--- src/sv/joystick_omni_drive_mapper_unit_macros.svh ---
// Assertion macros for the joystick omni-drive mapper.
// Included by the top level; no other dependencies.
`ifndef JOYSTICK_OMNI_DRIVE_MAPPER_UNIT_MACROS_SVH
`define JOYSTICK_OMNI_DRIVE_MAPPER_UNIT_MACROS_SVH

// Check that the consequent holds in the same cycle as the antecedent.
`define JODM_ASSERT_SAME(lbl, clk, rst_n, ante, cons, msg) \
    lbl: assert property (@(posedge clk) disable iff (!rst_n) (ante) |-> (cons)) \
        else $error(msg);

// Check that the consequent holds in the cycle after the antecedent.
`define JODM_ASSERT_NEXT(lbl, clk, rst_n, ante, cons, msg) \
    lbl: assert property (@(posedge clk) disable iff (!rst_n) (ante) |=> (cons)) \
        else $error(msg);

`endif

--- src/sv/jodm_pkg.sv ---
// Shared types and constants of the joystick omni-drive mapper.
// No dependencies; used by every module of the block.
package jodm_pkg;

    // Field and datapath widths
    localparam int SAMPLE_W   = 10;
    localparam int DUTY_W     = 10;
    localparam int DRIVE_W    = 2;
    localparam int THR_W      = 11;
    localparam int SCALE_W    = 8;
    localparam int CFG_IDX_W  = 3;
    localparam int CFG_DATA_W = 11;
    localparam int MUL_IN_W   = 21;
    localparam int MUL_OUT_W  = 42;
    localparam int R2_W       = 21;
    localparam int RHS_W      = 36;
    localparam int NUM_W      = 18;
    localparam int QUO_W      = 10;

    // Configuration register indexes
    localparam logic [CFG_IDX_W-1:0] REG_CENTER_X       = 3'd0;
    localparam logic [CFG_IDX_W-1:0] REG_CENTER_Y       = 3'd1;
    localparam logic [CFG_IDX_W-1:0] REG_MOVE_THRESHOLD = 3'd2;
    localparam logic [CFG_IDX_W-1:0] REG_SPEED_SCALE    = 3'd3;
    localparam logic [CFG_IDX_W-1:0] REG_AXIS_DEADBAND  = 3'd4;
    localparam logic [CFG_IDX_W-1:0] REG_DUTY_MIN       = 3'd5;
    localparam logic [CFG_IDX_W-1:0] REG_DUTY_MAX       = 3'd6;

    // Configuration reset values
    localparam logic [SAMPLE_W-1:0] RST_CENTER_X       = 10'd499;
    localparam logic [SAMPLE_W-1:0] RST_CENTER_Y       = 10'd504;
    localparam logic [THR_W-1:0]    RST_MOVE_THRESHOLD = 11'd15;
    localparam logic [SCALE_W-1:0]  RST_SPEED_SCALE    = 8'd10;
    localparam logic [SAMPLE_W-1:0] RST_AXIS_DEADBAND  = 10'd15;
    localparam logic [DUTY_W-1:0]   RST_DUTY_MIN       = 10'd250;
    localparam logic [DUTY_W-1:0]   RST_DUTY_MAX       = 10'd1023;

    // Motor pair direction codes
    localparam logic [DRIVE_W-1:0] DRIVE_STOP = 2'd0;
    localparam logic [DRIVE_W-1:0] DRIVE_FWD  = 2'd1;
    localparam logic [DRIVE_W-1:0] DRIVE_REV  = 2'd2;

    typedef struct packed {
        logic [SAMPLE_W-1:0] center_x;
        logic [SAMPLE_W-1:0] center_y;
        logic [THR_W-1:0]    move_threshold;
        logic [SCALE_W-1:0]  speed_scale;
        logic [SAMPLE_W-1:0] axis_deadband;
        logic [DUTY_W-1:0]   duty_min;
        logic [DUTY_W-1:0]   duty_max;
    } t_cfg;

    // Operands for the shared multiply/compare unit
    typedef struct packed {
        logic [MUL_IN_W-1:0]  a;
        logic [MUL_IN_W-1:0]  b;
        logic [MUL_OUT_W-1:0] cmp_val;
    } t_mul_op;

    // Result handed from the sequencer to the top level
    typedef struct packed {
        logic              done;
        logic              run;
        logic [DUTY_W-1:0] x_duty;
        logic [DUTY_W-1:0] y_duty;
        logic              x_fwd;
        logic              x_rev;
        logic              y_fwd;
        logic              y_rev;
    } t_seq_res;

endpackage

--- src/sv/jodm_mulcmp.sv ---
// Shared multiply/compare unit: registered product, compare against a limit.
// Depends on jodm_pkg.
module jodm_mulcmp (
    input  logic                           i_clk,
    input  jodm_pkg::t_mul_op              i_op,
    output logic [jodm_pkg::MUL_OUT_W-1:0] o_prod,
    output logic                           o_le
);

    logic [jodm_pkg::MUL_OUT_W-1:0] r_prod;
    logic [jodm_pkg::MUL_OUT_W-1:0] n_prod;

    // Form the product of the two operands
    always_comb begin
        n_prod = {{(jodm_pkg::MUL_OUT_W-jodm_pkg::MUL_IN_W){1'b0}}, i_op.a}
               * {{(jodm_pkg::MUL_OUT_W-jodm_pkg::MUL_IN_W){1'b0}}, i_op.b};
    end

    // Register the product
    always_ff @(posedge i_clk) begin
        r_prod <= n_prod;
    end

    // Compare the held product against the limit
    assign o_prod = r_prod;
    assign o_le   = (r_prod <= i_op.cmp_val);

endmodule

--- src/sv/jodm_seq.sv ---
// Sequencer of the mapper: radius test, quotient search and duty division,
// all through one shared multiply/compare unit. Depends on jodm_pkg, jodm_mulcmp.
module jodm_seq (
    input  logic                              i_clk,
    input  logic                              i_rst_n,
    input  logic                              i_start,
    input  logic [jodm_pkg::SAMPLE_W-1:0]     i_x_sample,
    input  logic [jodm_pkg::SAMPLE_W-1:0]     i_y_sample,
    input  jodm_pkg::t_cfg                    i_cfg,
    input  logic                              i_ack,
    output jodm_pkg::t_seq_res                o_res
);

    localparam int ST_W = 5;
    localparam logic [ST_W-1:0] S_IDLE = 5'd0;
    localparam logic [ST_W-1:0] S_SQX  = 5'd1;
    localparam logic [ST_W-1:0] S_SQY  = 5'd2;
    localparam logic [ST_W-1:0] S_THR  = 5'd3;
    localparam logic [ST_W-1:0] S_TCMP = 5'd4;
    localparam logic [ST_W-1:0] S_SD   = 5'd5;
    localparam logic [ST_W-1:0] S_SQ2  = 5'd6;
    localparam logic [ST_W-1:0] S_RHS  = 5'd7;
    localparam logic [ST_W-1:0] S_TT   = 5'd8;
    localparam logic [ST_W-1:0] S_TR   = 5'd9;
    localparam logic [ST_W-1:0] S_TC   = 5'd10;
    localparam logic [ST_W-1:0] S_NUM  = 5'd11;
    localparam logic [ST_W-1:0] S_NSV  = 5'd12;
    localparam logic [ST_W-1:0] S_DT   = 5'd13;
    localparam logic [ST_W-1:0] S_DC   = 5'd14;
    localparam logic [ST_W-1:0] S_DUTY = 5'd15;
    localparam logic [ST_W-1:0] S_DONE = 5'd16;

    localparam logic [3:0] Q_TOP_BIT   = 4'd7;
    localparam logic [3:0] QUO_TOP_BIT = 4'd9;

    // Control state
    logic [ST_W-1:0] r_state, n_state;
    logic            r_axis, n_axis;
    logic [3:0]      r_bit, n_bit;

    // Working values
    logic [jodm_pkg::SAMPLE_W-1:0] r_dx_mag, n_dx_mag, r_dy_mag, n_dy_mag;
    logic                          r_dx_neg, n_dx_neg, r_dy_neg, n_dy_neg;
    logic [jodm_pkg::R2_W-1:0]     r_r2, n_r2;
    logic [jodm_pkg::RHS_W-1:0]    r_rhs, n_rhs;
    logic [jodm_pkg::SCALE_W-1:0]  r_q, n_q;
    logic [jodm_pkg::NUM_W-1:0]    r_num, n_num;
    logic [jodm_pkg::QUO_W-1:0]    r_quo, n_quo;
    logic [jodm_pkg::DUTY_W-1:0]   r_x_duty, n_x_duty, r_y_duty, n_y_duty;
    logic                          r_run, n_run;

    // Combinational helpers
    logic [jodm_pkg::SAMPLE_W:0]   dx_full, dy_full, dx_negd, dy_negd;
    logic [jodm_pkg::DUTY_W:0]     span_full, span_negd;
    logic                          span_neg;
    logic [jodm_pkg::DUTY_W-1:0]   span_mag;
    logic [jodm_pkg::SAMPLE_W-1:0] cur_mag;
    logic [jodm_pkg::SCALE_W-1:0]  trial_q;
    logic [jodm_pkg::QUO_W-1:0]    trial_quo;
    logic [jodm_pkg::DUTY_W-1:0]   duty_val;
    logic                          r2_above;

    jodm_pkg::t_mul_op              mul_op;
    logic [jodm_pkg::MUL_OUT_W-1:0] prod;
    logic                           prod_le;

    jodm_mulcmp u_mulcmp (
        .i_clk  (i_clk),
        .i_op   (mul_op),
        .o_prod (prod),
        .o_le   (prod_le)
    );

    // Split deflections and duty span into sign and magnitude
    always_comb begin
        dx_full   = {1'b0, i_x_sample} - {1'b0, i_cfg.center_x};
        dy_full   = {1'b0, i_y_sample} - {1'b0, i_cfg.center_y};
        dx_negd   = ~dx_full + 11'd1;
        dy_negd   = ~dy_full + 11'd1;
        span_full = {1'b0, i_cfg.duty_max} - {1'b0, i_cfg.duty_min};
        span_negd = ~span_full + 11'd1;
        span_neg  = span_full[jodm_pkg::DUTY_W];
        span_mag  = span_neg ? span_negd[jodm_pkg::DUTY_W-1:0]
                             : span_full[jodm_pkg::DUTY_W-1:0];
        cur_mag   = r_axis ? r_dy_mag : r_dx_mag;
        trial_q   = r_q | (8'd1 << r_bit[2:0]);
        trial_quo = r_quo | (10'd1 << r_bit);
        duty_val  = span_neg ? (i_cfg.duty_min - r_quo) : (i_cfg.duty_min + r_quo);
        r2_above  = (r_r2 > prod[jodm_pkg::R2_W-1:0]);
    end

    // Steer operands into the shared unit
    always_comb begin
        mul_op = '0;
        unique case (r_state)
            S_SQX: begin
                mul_op.a = {11'd0, r_dx_mag};
                mul_op.b = {11'd0, r_dx_mag};
            end
            S_SQY: begin
                mul_op.a = {11'd0, r_dy_mag};
                mul_op.b = {11'd0, r_dy_mag};
            end
            S_THR: begin
                mul_op.a = {10'd0, i_cfg.move_threshold};
                mul_op.b = {10'd0, i_cfg.move_threshold};
            end
            S_SD: begin
                mul_op.a = {13'd0, i_cfg.speed_scale};
                mul_op.b = {11'd0, cur_mag};
            end
            S_SQ2: begin
                mul_op.a = {3'd0, prod[jodm_pkg::NUM_W-1:0]};
                mul_op.b = {3'd0, prod[jodm_pkg::NUM_W-1:0]};
            end
            S_TT: begin
                mul_op.a = {13'd0, trial_q};
                mul_op.b = {13'd0, trial_q};
            end
            S_TR: begin
                mul_op.a = {5'd0, prod[15:0]};
                mul_op.b = r_r2;
            end
            S_TC: begin
                mul_op.cmp_val = {6'd0, r_rhs};
            end
            S_NUM: begin
                mul_op.a = {13'd0, r_q};
                mul_op.b = {11'd0, span_mag};
            end
            S_DT: begin
                mul_op.a = {11'd0, trial_quo};
                mul_op.b = {13'd0, i_cfg.speed_scale};
            end
            S_DC: begin
                mul_op.cmp_val = {24'd0, r_num};
            end
            default: begin
                mul_op = '0;
            end
        endcase
    end

    // Advance the sequencer
    always_comb begin
        n_state  = r_state;
        n_axis   = r_axis;
        n_bit    = r_bit;
        n_dx_mag = r_dx_mag;
        n_dy_mag = r_dy_mag;
        n_dx_neg = r_dx_neg;
        n_dy_neg = r_dy_neg;
        n_r2     = r_r2;
        n_rhs    = r_rhs;
        n_q      = r_q;
        n_num    = r_num;
        n_quo    = r_quo;
        n_x_duty = r_x_duty;
        n_y_duty = r_y_duty;
        n_run    = r_run;
        unique case (r_state)
            S_IDLE: begin
                if (i_start) begin
                    n_dx_neg = dx_full[jodm_pkg::SAMPLE_W];
                    n_dy_neg = dy_full[jodm_pkg::SAMPLE_W];
                    n_dx_mag = dx_full[jodm_pkg::SAMPLE_W] ? dx_negd[jodm_pkg::SAMPLE_W-1:0]
                                                          : dx_full[jodm_pkg::SAMPLE_W-1:0];
                    n_dy_mag = dy_full[jodm_pkg::SAMPLE_W] ? dy_negd[jodm_pkg::SAMPLE_W-1:0]
                                                          : dy_full[jodm_pkg::SAMPLE_W-1:0];
                    n_state  = S_SQX;
                end
            end
            S_SQX: n_state = S_SQY;
            S_SQY: begin
                n_r2    = prod[jodm_pkg::R2_W-1:0];
                n_state = S_THR;
            end
            S_THR: begin
                n_r2    = r_r2 + prod[jodm_pkg::R2_W-1:0];
                n_state = S_TCMP;
            end
            S_TCMP: begin
                // Drop to the result when inside the deadzone or when the speed scale is zero
                n_run = r2_above;
                if (!r2_above) begin
                    n_state = S_DONE;
                end else if (i_cfg.speed_scale == '0) begin
                    n_x_duty = i_cfg.duty_min;
                    n_y_duty = i_cfg.duty_min;
                    n_state  = S_DONE;
                end else begin
                    n_axis  = 1'b0;
                    n_state = S_SD;
                end
            end
            S_SD:  n_state = S_SQ2;
            S_SQ2: n_state = S_RHS;
            S_RHS: begin
                n_rhs   = prod[jodm_pkg::RHS_W-1:0];
                n_q     = '0;
                n_bit   = Q_TOP_BIT;
                n_state = S_TT;
            end
            S_TT: n_state = S_TR;
            S_TR: n_state = S_TC;
            S_TC: begin
                // Keep the trial bit when q^2 * r2 still fits under scale^2 * d^2
                if (prod_le) begin
                    n_q = trial_q;
                end
                if (r_bit == '0) begin
                    n_state = S_NUM;
                end else begin
                    n_bit   = r_bit - 4'd1;
                    n_state = S_TT;
                end
            end
            S_NUM: n_state = S_NSV;
            S_NSV: begin
                n_num   = prod[jodm_pkg::NUM_W-1:0];
                n_quo   = '0;
                n_bit   = QUO_TOP_BIT;
                n_state = S_DT;
            end
            S_DT: n_state = S_DC;
            S_DC: begin
                // Keep the trial bit when quotient times scale fits under the numerator
                if (prod_le) begin
                    n_quo = trial_quo;
                end
                if (r_bit == '0) begin
                    n_state = S_DUTY;
                end else begin
                    n_bit   = r_bit - 4'd1;
                    n_state = S_DT;
                end
            end
            S_DUTY: begin
                if (!r_axis) begin
                    n_x_duty = duty_val;
                    n_axis   = 1'b1;
                    n_state  = S_SD;
                end else begin
                    n_y_duty = duty_val;
                    n_state  = S_DONE;
                end
            end
            S_DONE: begin
                if (i_ack) begin
                    n_state = S_IDLE;
                end
            end
            default: n_state = S_IDLE;
        endcase
    end

    // Control registers
    always_ff @(posedge i_clk) begin
        if (!i_rst_n) begin
            r_state <= S_IDLE;
            r_axis  <= 1'b0;
            r_bit   <= '0;
        end else begin
            r_state <= n_state;
            r_axis  <= n_axis;
            r_bit   <= n_bit;
        end
    end

    // Working registers
    always_ff @(posedge i_clk) begin
        r_dx_mag <= n_dx_mag;
        r_dy_mag <= n_dy_mag;
        r_dx_neg <= n_dx_neg;
        r_dy_neg <= n_dy_neg;
        r_r2     <= n_r2;
        r_rhs    <= n_rhs;
        r_q      <= n_q;
        r_num    <= n_num;
        r_quo    <= n_quo;
        r_x_duty <= n_x_duty;
        r_y_duty <= n_y_duty;
        r_run    <= n_run;
    end

    // Report the finished transaction
    always_comb begin
        o_res.done   = (r_state == S_DONE);
        o_res.run    = r_run;
        o_res.x_duty = r_x_duty;
        o_res.y_duty = r_y_duty;
        o_res.x_fwd  = !r_dx_neg && (r_dx_mag > i_cfg.axis_deadband);
        o_res.x_rev  = r_dx_neg && (r_dx_mag > i_cfg.axis_deadband);
        o_res.y_fwd  = !r_dy_neg && (r_dy_mag > i_cfg.axis_deadband);
        o_res.y_rev  = r_dy_neg && (r_dy_mag > i_cfg.axis_deadband);
    end

endmodule

--- src/sv/joystick_omni_drive_mapper_unit.sv ---
// Joystick omni-drive mapper. One transaction on the input channel carries an x and
// y sample; one transaction on the output channel returns both duties and both
// direction codes. Work runs through a single shared 21x21 multiplier with a
// registered product, stepped by a sequencer: out of the deadzone it runs two
// 8-step quotient searches and two 10-step divisions, one of each per axis;
// inside the deadzone or with a zero speed scale it skips them. One transaction
// is in work at a time; the next is accepted in the cycle after the result
// moves to the output register, even while that result still waits to be taken.
// Depends on jodm_pkg, jodm_seq and the assertion macro header.
`include "joystick_omni_drive_mapper_unit_macros.svh"

module joystick_omni_drive_mapper_unit (
    input  logic                               i_clk,
    input  logic                               i_rst_n,
    input  logic                               i_in_valid,
    output logic                               o_in_ready,
    input  logic [jodm_pkg::SAMPLE_W-1:0]      i_x_sample,
    input  logic [jodm_pkg::SAMPLE_W-1:0]      i_y_sample,
    output logic                               o_out_valid,
    input  logic                               i_out_ready,
    output logic [jodm_pkg::DUTY_W-1:0]        o_x_duty,
    output logic [jodm_pkg::DUTY_W-1:0]        o_y_duty,
    output logic [jodm_pkg::DRIVE_W-1:0]       o_x_drive,
    output logic [jodm_pkg::DRIVE_W-1:0]       o_y_drive,
    input  logic                               i_cfg_we,
    input  logic [jodm_pkg::CFG_IDX_W-1:0]     i_cfg_idx,
    input  logic [jodm_pkg::CFG_DATA_W-1:0]    i_cfg_wdata
);

    jodm_pkg::t_cfg     r_cfg;
    jodm_pkg::t_seq_res w_res;

    logic r_busy;
    logic r_out_valid;
    logic [jodm_pkg::DUTY_W-1:0]  r_held_x_duty, r_held_y_duty;
    logic [jodm_pkg::DRIVE_W-1:0] r_held_x_drive, r_held_y_drive;

    logic in_accept;
    logic ack;

    assign o_in_ready = !r_busy;
    assign in_accept  = i_in_valid && !r_busy;
    assign ack        = w_res.done && (!r_out_valid || i_out_ready);

    jodm_seq u_seq (
        .i_clk      (i_clk),
        .i_rst_n    (i_rst_n),
        .i_start    (in_accept),
        .i_x_sample (i_x_sample),
        .i_y_sample (i_y_sample),
        .i_cfg      (r_cfg),
        .i_ack      (ack),
        .o_res      (w_res)
    );

    // Write configuration registers; ignore indexes beyond the list
    always_ff @(posedge i_clk) begin
        if (!i_rst_n) begin
            r_cfg.center_x       <= jodm_pkg::RST_CENTER_X;
            r_cfg.center_y       <= jodm_pkg::RST_CENTER_Y;
            r_cfg.move_threshold <= jodm_pkg::RST_MOVE_THRESHOLD;
            r_cfg.speed_scale    <= jodm_pkg::RST_SPEED_SCALE;
            r_cfg.axis_deadband  <= jodm_pkg::RST_AXIS_DEADBAND;
            r_cfg.duty_min       <= jodm_pkg::RST_DUTY_MIN;
            r_cfg.duty_max       <= jodm_pkg::RST_DUTY_MAX;
        end else if (i_cfg_we) begin
            unique case (i_cfg_idx)
                jodm_pkg::REG_CENTER_X:       r_cfg.center_x       <= i_cfg_wdata[9:0];
                jodm_pkg::REG_CENTER_Y:       r_cfg.center_y       <= i_cfg_wdata[9:0];
                jodm_pkg::REG_MOVE_THRESHOLD: r_cfg.move_threshold <= i_cfg_wdata;
                jodm_pkg::REG_SPEED_SCALE:    r_cfg.speed_scale    <= i_cfg_wdata[7:0];
                jodm_pkg::REG_AXIS_DEADBAND:  r_cfg.axis_deadband  <= i_cfg_wdata[9:0];
                jodm_pkg::REG_DUTY_MIN:       r_cfg.duty_min       <= i_cfg_wdata[9:0];
                jodm_pkg::REG_DUTY_MAX:       r_cfg.duty_max       <= i_cfg_wdata[9:0];
                default: begin
                end
            endcase
        end
    end

    // Track the transaction in work
    always_ff @(posedge i_clk) begin
        if (!i_rst_n) begin
            r_busy <= 1'b0;
        end else if (in_accept) begin
            r_busy <= 1'b1;
        end else if (ack) begin
            r_busy <= 1'b0;
        end
    end

    // Update held state and the output register when a result is taken over; clear valid once taken
    always_ff @(posedge i_clk) begin
        if (!i_rst_n) begin
            r_out_valid    <= 1'b0;
            r_held_x_duty  <= '0;
            r_held_y_duty  <= '0;
            r_held_x_drive <= jodm_pkg::DRIVE_STOP;
            r_held_y_drive <= jodm_pkg::DRIVE_STOP;
        end else begin
            if (ack) begin
                r_out_valid <= 1'b1;
                if (w_res.run) begin
                    r_held_x_duty <= w_res.x_duty;
                    r_held_y_duty <= w_res.y_duty;
                    if (w_res.x_fwd) begin
                        r_held_x_drive <= jodm_pkg::DRIVE_FWD;
                    end else if (w_res.x_rev) begin
                        r_held_x_drive <= jodm_pkg::DRIVE_REV;
                    end
                    if (w_res.y_fwd) begin
                        r_held_y_drive <= jodm_pkg::DRIVE_FWD;
                    end else if (w_res.y_rev) begin
                        r_held_y_drive <= jodm_pkg::DRIVE_REV;
                    end
                end else begin
                    r_held_x_drive <= jodm_pkg::DRIVE_STOP;
                    r_held_y_drive <= jodm_pkg::DRIVE_STOP;
                end
            end else if (i_out_ready) begin
                r_out_valid <= 1'b0;
            end
        end
    end

    assign o_out_valid = r_out_valid;
    assign o_x_duty    = r_held_x_duty;
    assign o_y_duty    = r_held_y_duty;
    assign o_x_drive   = r_held_x_drive;
    assign o_y_drive   = r_held_y_drive;

    // Checks on sequencing and result handling
    `JODM_ASSERT_SAME(a_done_only_busy, i_clk, i_rst_n, w_res.done, r_busy, "result without transaction")
    `JODM_ASSERT_NEXT(a_ack_shows_result, i_clk, i_rst_n, ack, o_out_valid, "result not presented")
    `JODM_ASSERT_NEXT(a_deadzone_stops, i_clk, i_rst_n, ack && !w_res.run, (o_x_drive == jodm_pkg::DRIVE_STOP) && (o_y_drive == jodm_pkg::DRIVE_STOP), "deadzone did not stop drives")
    `JODM_ASSERT_SAME(a_zero_scale_min, i_clk, i_rst_n, w_res.done && w_res.run && (r_cfg.speed_scale == '0), (w_res.x_duty == r_cfg.duty_min) && (w_res.y_duty == r_cfg.duty_min), "zero scale duty not minimum")

endmodule

--- config.mk ---
export PLATFORM = sky130hd
export DESIGN_NAME = joystick_omni_drive_mapper_unit
export DESIGN_NICKNAME = d
export VERILOG_FILES = /design/src/sv/jodm_pkg.sv /design/src/sv/jodm_mulcmp.sv /design/src/sv/jodm_seq.sv /design/src/sv/joystick_omni_drive_mapper_unit.sv
export VERILOG_INCLUDE_DIRS = /design/src /design/src/sv
export SDC_FILE = /design/constraint.sdc
export NUM_CORES = 2
export LEC_CHECK = 0
export BUFFER_PORTS_ARGS = -buffer_cell sky130_fd_sc_hd__buf_2
export CORE_ASPECT_RATIO = 0.6
export CORE_MARGIN = 5
export CORE_UTILIZATION = 35
export CTS_BUF_LIST = sky130_fd_sc_hd__clkbuf_8
export DETAILED_ROUTE_END_ITERATION = 8
export PLACE_DENSITY_LB_ADDON = 0.25
export SLEW_MARGIN = 5
export SYNTH_ARGS = -nofsm -noshare
export SYNTH_HDL_FRONTEND = slang
export SYNTH_HIERARCHICAL = 1
export SYNTH_SLANG_ARGS = --single-unit
--- constraint.sdc ---
create_clock -name i_clk -period 26.6 [get_ports i_clk]
set_input_delay 2.66 -clock i_clk [delete_from_list [all_inputs] [get_ports i_clk]]
set_output_delay 2.66 -clock i_clk [all_outputs]
set_load 0.05 [all_outputs]
==> results by group <==
Status
  – Status: finished, final reports clean

Drt
  – Iteration count of the initial detailed-routing pass: 5
  – DRT iter0 DRCs: 1976
  – Post-route ant nets: 0
  – Post-DR vias/cell: 5.046
  – Routed vias: 23500
  – Wire length per cell: 19.55 um
  – DRC Markers: 0
  – Routed wire length: 91050 um

Power and ir drop
  – P_leak: 15.84 nW
  – VDD IR max: 0.03186 mV
  – Pwr dens: between 40 and 50 nW/um2

Synth
  – Most numerous cell in the Yosys netlist: inv_1
  – Largest cells by area after synthesis: fa_1 (23%), edfxtp_1 (13%), ha_1 (12%)
  – FFs w/ async S/R, synth: 0%
  – Post-synth EDFFs: around 140
  – Leading area contributor after synthesis: fa_1
  – Cells after synthesis: 3439
  – Predominant post-synthesis flop cell: dfxtp_1
  – Most instantiated cells after synthesis: inv_1 (565), nand2_1 (488), fa_1 (363)
  – Post-Syn Area per Cell: 9.056 um2
  – Synth unique cells: 99
  – Yosys top cell area share: 23.33%
  – Yosys warns: 6
  – FF+latch count, synth: 283
  – Mapped cell area: 31140 um2
  – Register area share after synthesis: ~23%

STA
  – WHS: ~0.43 ns
  – Post-Route Setup TNS: 0 ns
  – Pins Over Slew Limit: 0
  – Max_slew headroom: between 6 and 7%
  – Minimum clock period: 9.686 ns
  – Worst-Margin Slew: 1.392 ns
  – Maximum clock frequency: 0.1032 GHz
  – Final Skew: 0.06504 ns
  – Final setup viols: 0
  – Final hold violation count: 0
  – RSZ-0062 raised after global routing: no
  – Final period util: 36.41%

Critical path
  – WP depth: 28
  – Worst setup SP type: flip-flop
  – Worst flop-to-flop path endpoint: u_seq/u_mulcmp/o_prod[36]
  – Worst-path fanout max: 21
  – R2R setup slack: 16.91 ns
  – Endpoint class of the critical path: flip-flop
  – Worst endpoint required time: 27.11 ns
  – CP Launch Point: u_seq/r_state[2]
  – Worst stage delay on the critical path: 1.12 ns
  – Bufs and invs on worst path: 5
  – Setup CP Type: reg2reg
  – CP dominant cell by count: fa_1
  – Arr. time, crit path: 10.19 ns
  – Setup crit end: u_seq/u_mulcmp/o_prod[36]
  – Cell depth of the worst flop-to-flop path: 28
  – Slowest CP cell: a211oi_1
  – Delay-heaviest family, CP: adder cells
  – FF-to-FF Start: u_seq/r_state[2]

Layout
  – Cell Count, Final, Fillers Out: 4656
  – Fillers: 8912
  – Layout area overhead: 8.120%
  – Area occupied by multi-input gates: 21460 um2
  – Layout cells sized above 1: under 10%
  – Register area: 7027 um2
  – ANT cells: 0
  – Fin nets: 4163

GRT
  – First-pass GRT wire length: 144700 um
  – Pin count of the biggest net entering global routing: 90
  – Global route overflow: 0
  – Initial antenna violation count: 1
  – Number of global-route vias before repair: 23450
  – Gr usage total: around 19%

Die
  – Ports: 65
  – Die Span Y: 241.1 um
  – Rows: 84
  – Die area: 95240 um2
  – Initial core utilization: 35.40%
  – Core footprint: 87970 um2
  – Die Width: slightly below 400 um

Clock tree
  – Post-CTS Setup Inserts: 0
  – Clk pin slew, worst setup/hold paths: ~0.07 ns
  – CTS tree: built
  – Hold_buf cts: 0
  – Total CTS buffers: between 40 and 50
  – CTS resizes: 0
  – Worst skew pair latency: 0.64 ns
  – CTS max path bufs: 3
  – Clock Sinks: ~280
  – H-tree lvl count: 2
  – CTS root buffer: clkbuf_8

Placement
  – HPWL Detailed: 70990 um
  – Placer congestion estimate: 0.9201
  – Placed cells: 4571
  – Number of port buffers: between 60 and 70

Run
  – Max cap viols: 0

Min path
  – HP Class: reg2reg
sequential cells by signal, indices dropped and copies added (netlist names), 2 cells and up:
signal                 count
u_seq/r_state              5
u_seq/r_x_duty            10
o_y_drive                  2
u_seq/r_y_duty            10
u_seq/r_quo               10
u_seq/u_mulcmp/o_prod     42
u_seq/r_rhs               36
u_seq/r_q                  8
u_seq/r_num               18
o_y_duty                  10
u_seq/r_bit                4
r_cfg                     69
o_x_drive                  2
u_seq/r_r2                21
u_seq/r_dy_mag            10
u_seq/r_dx_mag            10
o_x_duty                  10
layer usage:
metal	global-route usage [%]	vias up	wire length, um
met2	24.32	749	31980
met4	2.472	2	869
met5	1.014	-	144
met1	33.34	11550	50610
met3	4.081	65	7441
li1	-	11130	-
power breakdown:
part | total (W) | internal (W) | leakage (nW) | switching [W]
logic | 0.000639 | 0.000235 | 12.8 | 0.000405
registers | 0.000566 | 0.000502 | 2.45 | 0.0000637
clock network | 0.000393 | 0.000197 | 0.545 | 0.000196
layout make-up:
class,instances,area share [%]
Inverter,567,6.321
Multi-Input combinational cell,2448,63.73
Timing Repair Buffer,112,2.021
Tap cell,1161,4.314
Clock buffer,54,2.207
Sequential cell,283,20.87
Clock inverter,31,0.5351
stage by stage:
| stage | area, um2 | worst slack, ns | power [W] | util (%) |
|---|---|---|---|---|
| 2_1_floorplan | 31190 | 18.18 | 0.0009786 | - |
| 3_3_place_gp | 32750 | 17.16 | 0.001196 | 37.23 |
| 3_5_place_dp | 32750 | 17.13 | 0.001193 | 37.23 |
| 4_1_cts | 33670 | 17.09 | 0.001598 | 38.28 |
| 5_1_grt | 33670 | 16.30 | 0.001712 | 38.28 |
| 6_report | 33670 | 16.91 | 0.001598 | 38.28 |
cells by family after synthesis:
| family | share of synthesized area, % |
|---|---|
| AND/OR/NAND/NOR | 17.77 |
| buffers and inverters | 8.959 |
| adder cells (fa/ha/maj) | 35.51 |
| AO/OA/AOI/OAI | 10.86 |
| flip-flops | 22.56 |
| XOR/XNOR | 3.319 |
| multiplexers | 1.000 |
| other | 0.01204 |
worst min-delay path by stage:
stage | to | slack [ns] | cells after the start | startpoint
2_1_floorplan | u_seq/r_rhs[21] | 0.41 | 0 | u_seq/u_mulcmp/o_prod[21]
3_5_place_dp | u_seq/r_rhs[26] | 0.42 | 0 | u_seq/u_mulcmp/o_prod[26]
5_1_grt | u_seq/r_rhs[22] | 0.44 | 0 | u_seq/u_mulcmp/o_prod[22]
3_3_place_gp | u_seq/r_rhs[21] | 0.43 | 0 | u_seq/u_mulcmp/o_prod[21]
4_1_cts | u_seq/r_rhs[23] | 0.43 | 0 | u_seq/u_mulcmp/o_prod[23]
6_report | u_seq/r_rhs[23] | 0.43 | 0 | u_seq/u_mulcmp/o_prod[23]
cells in the final DEF (no fill, tap or decap), drive strengths merged, types with 112 or more instances in the layout:
cell / count
inv: 587
nand2: 489
fa: 363
ha: 303
and2: 287
dfxtp: 147
a21oi: 145
edfxtp: 136
nor2: 120
buf: 112
Power figures use the tool's default switching activity.
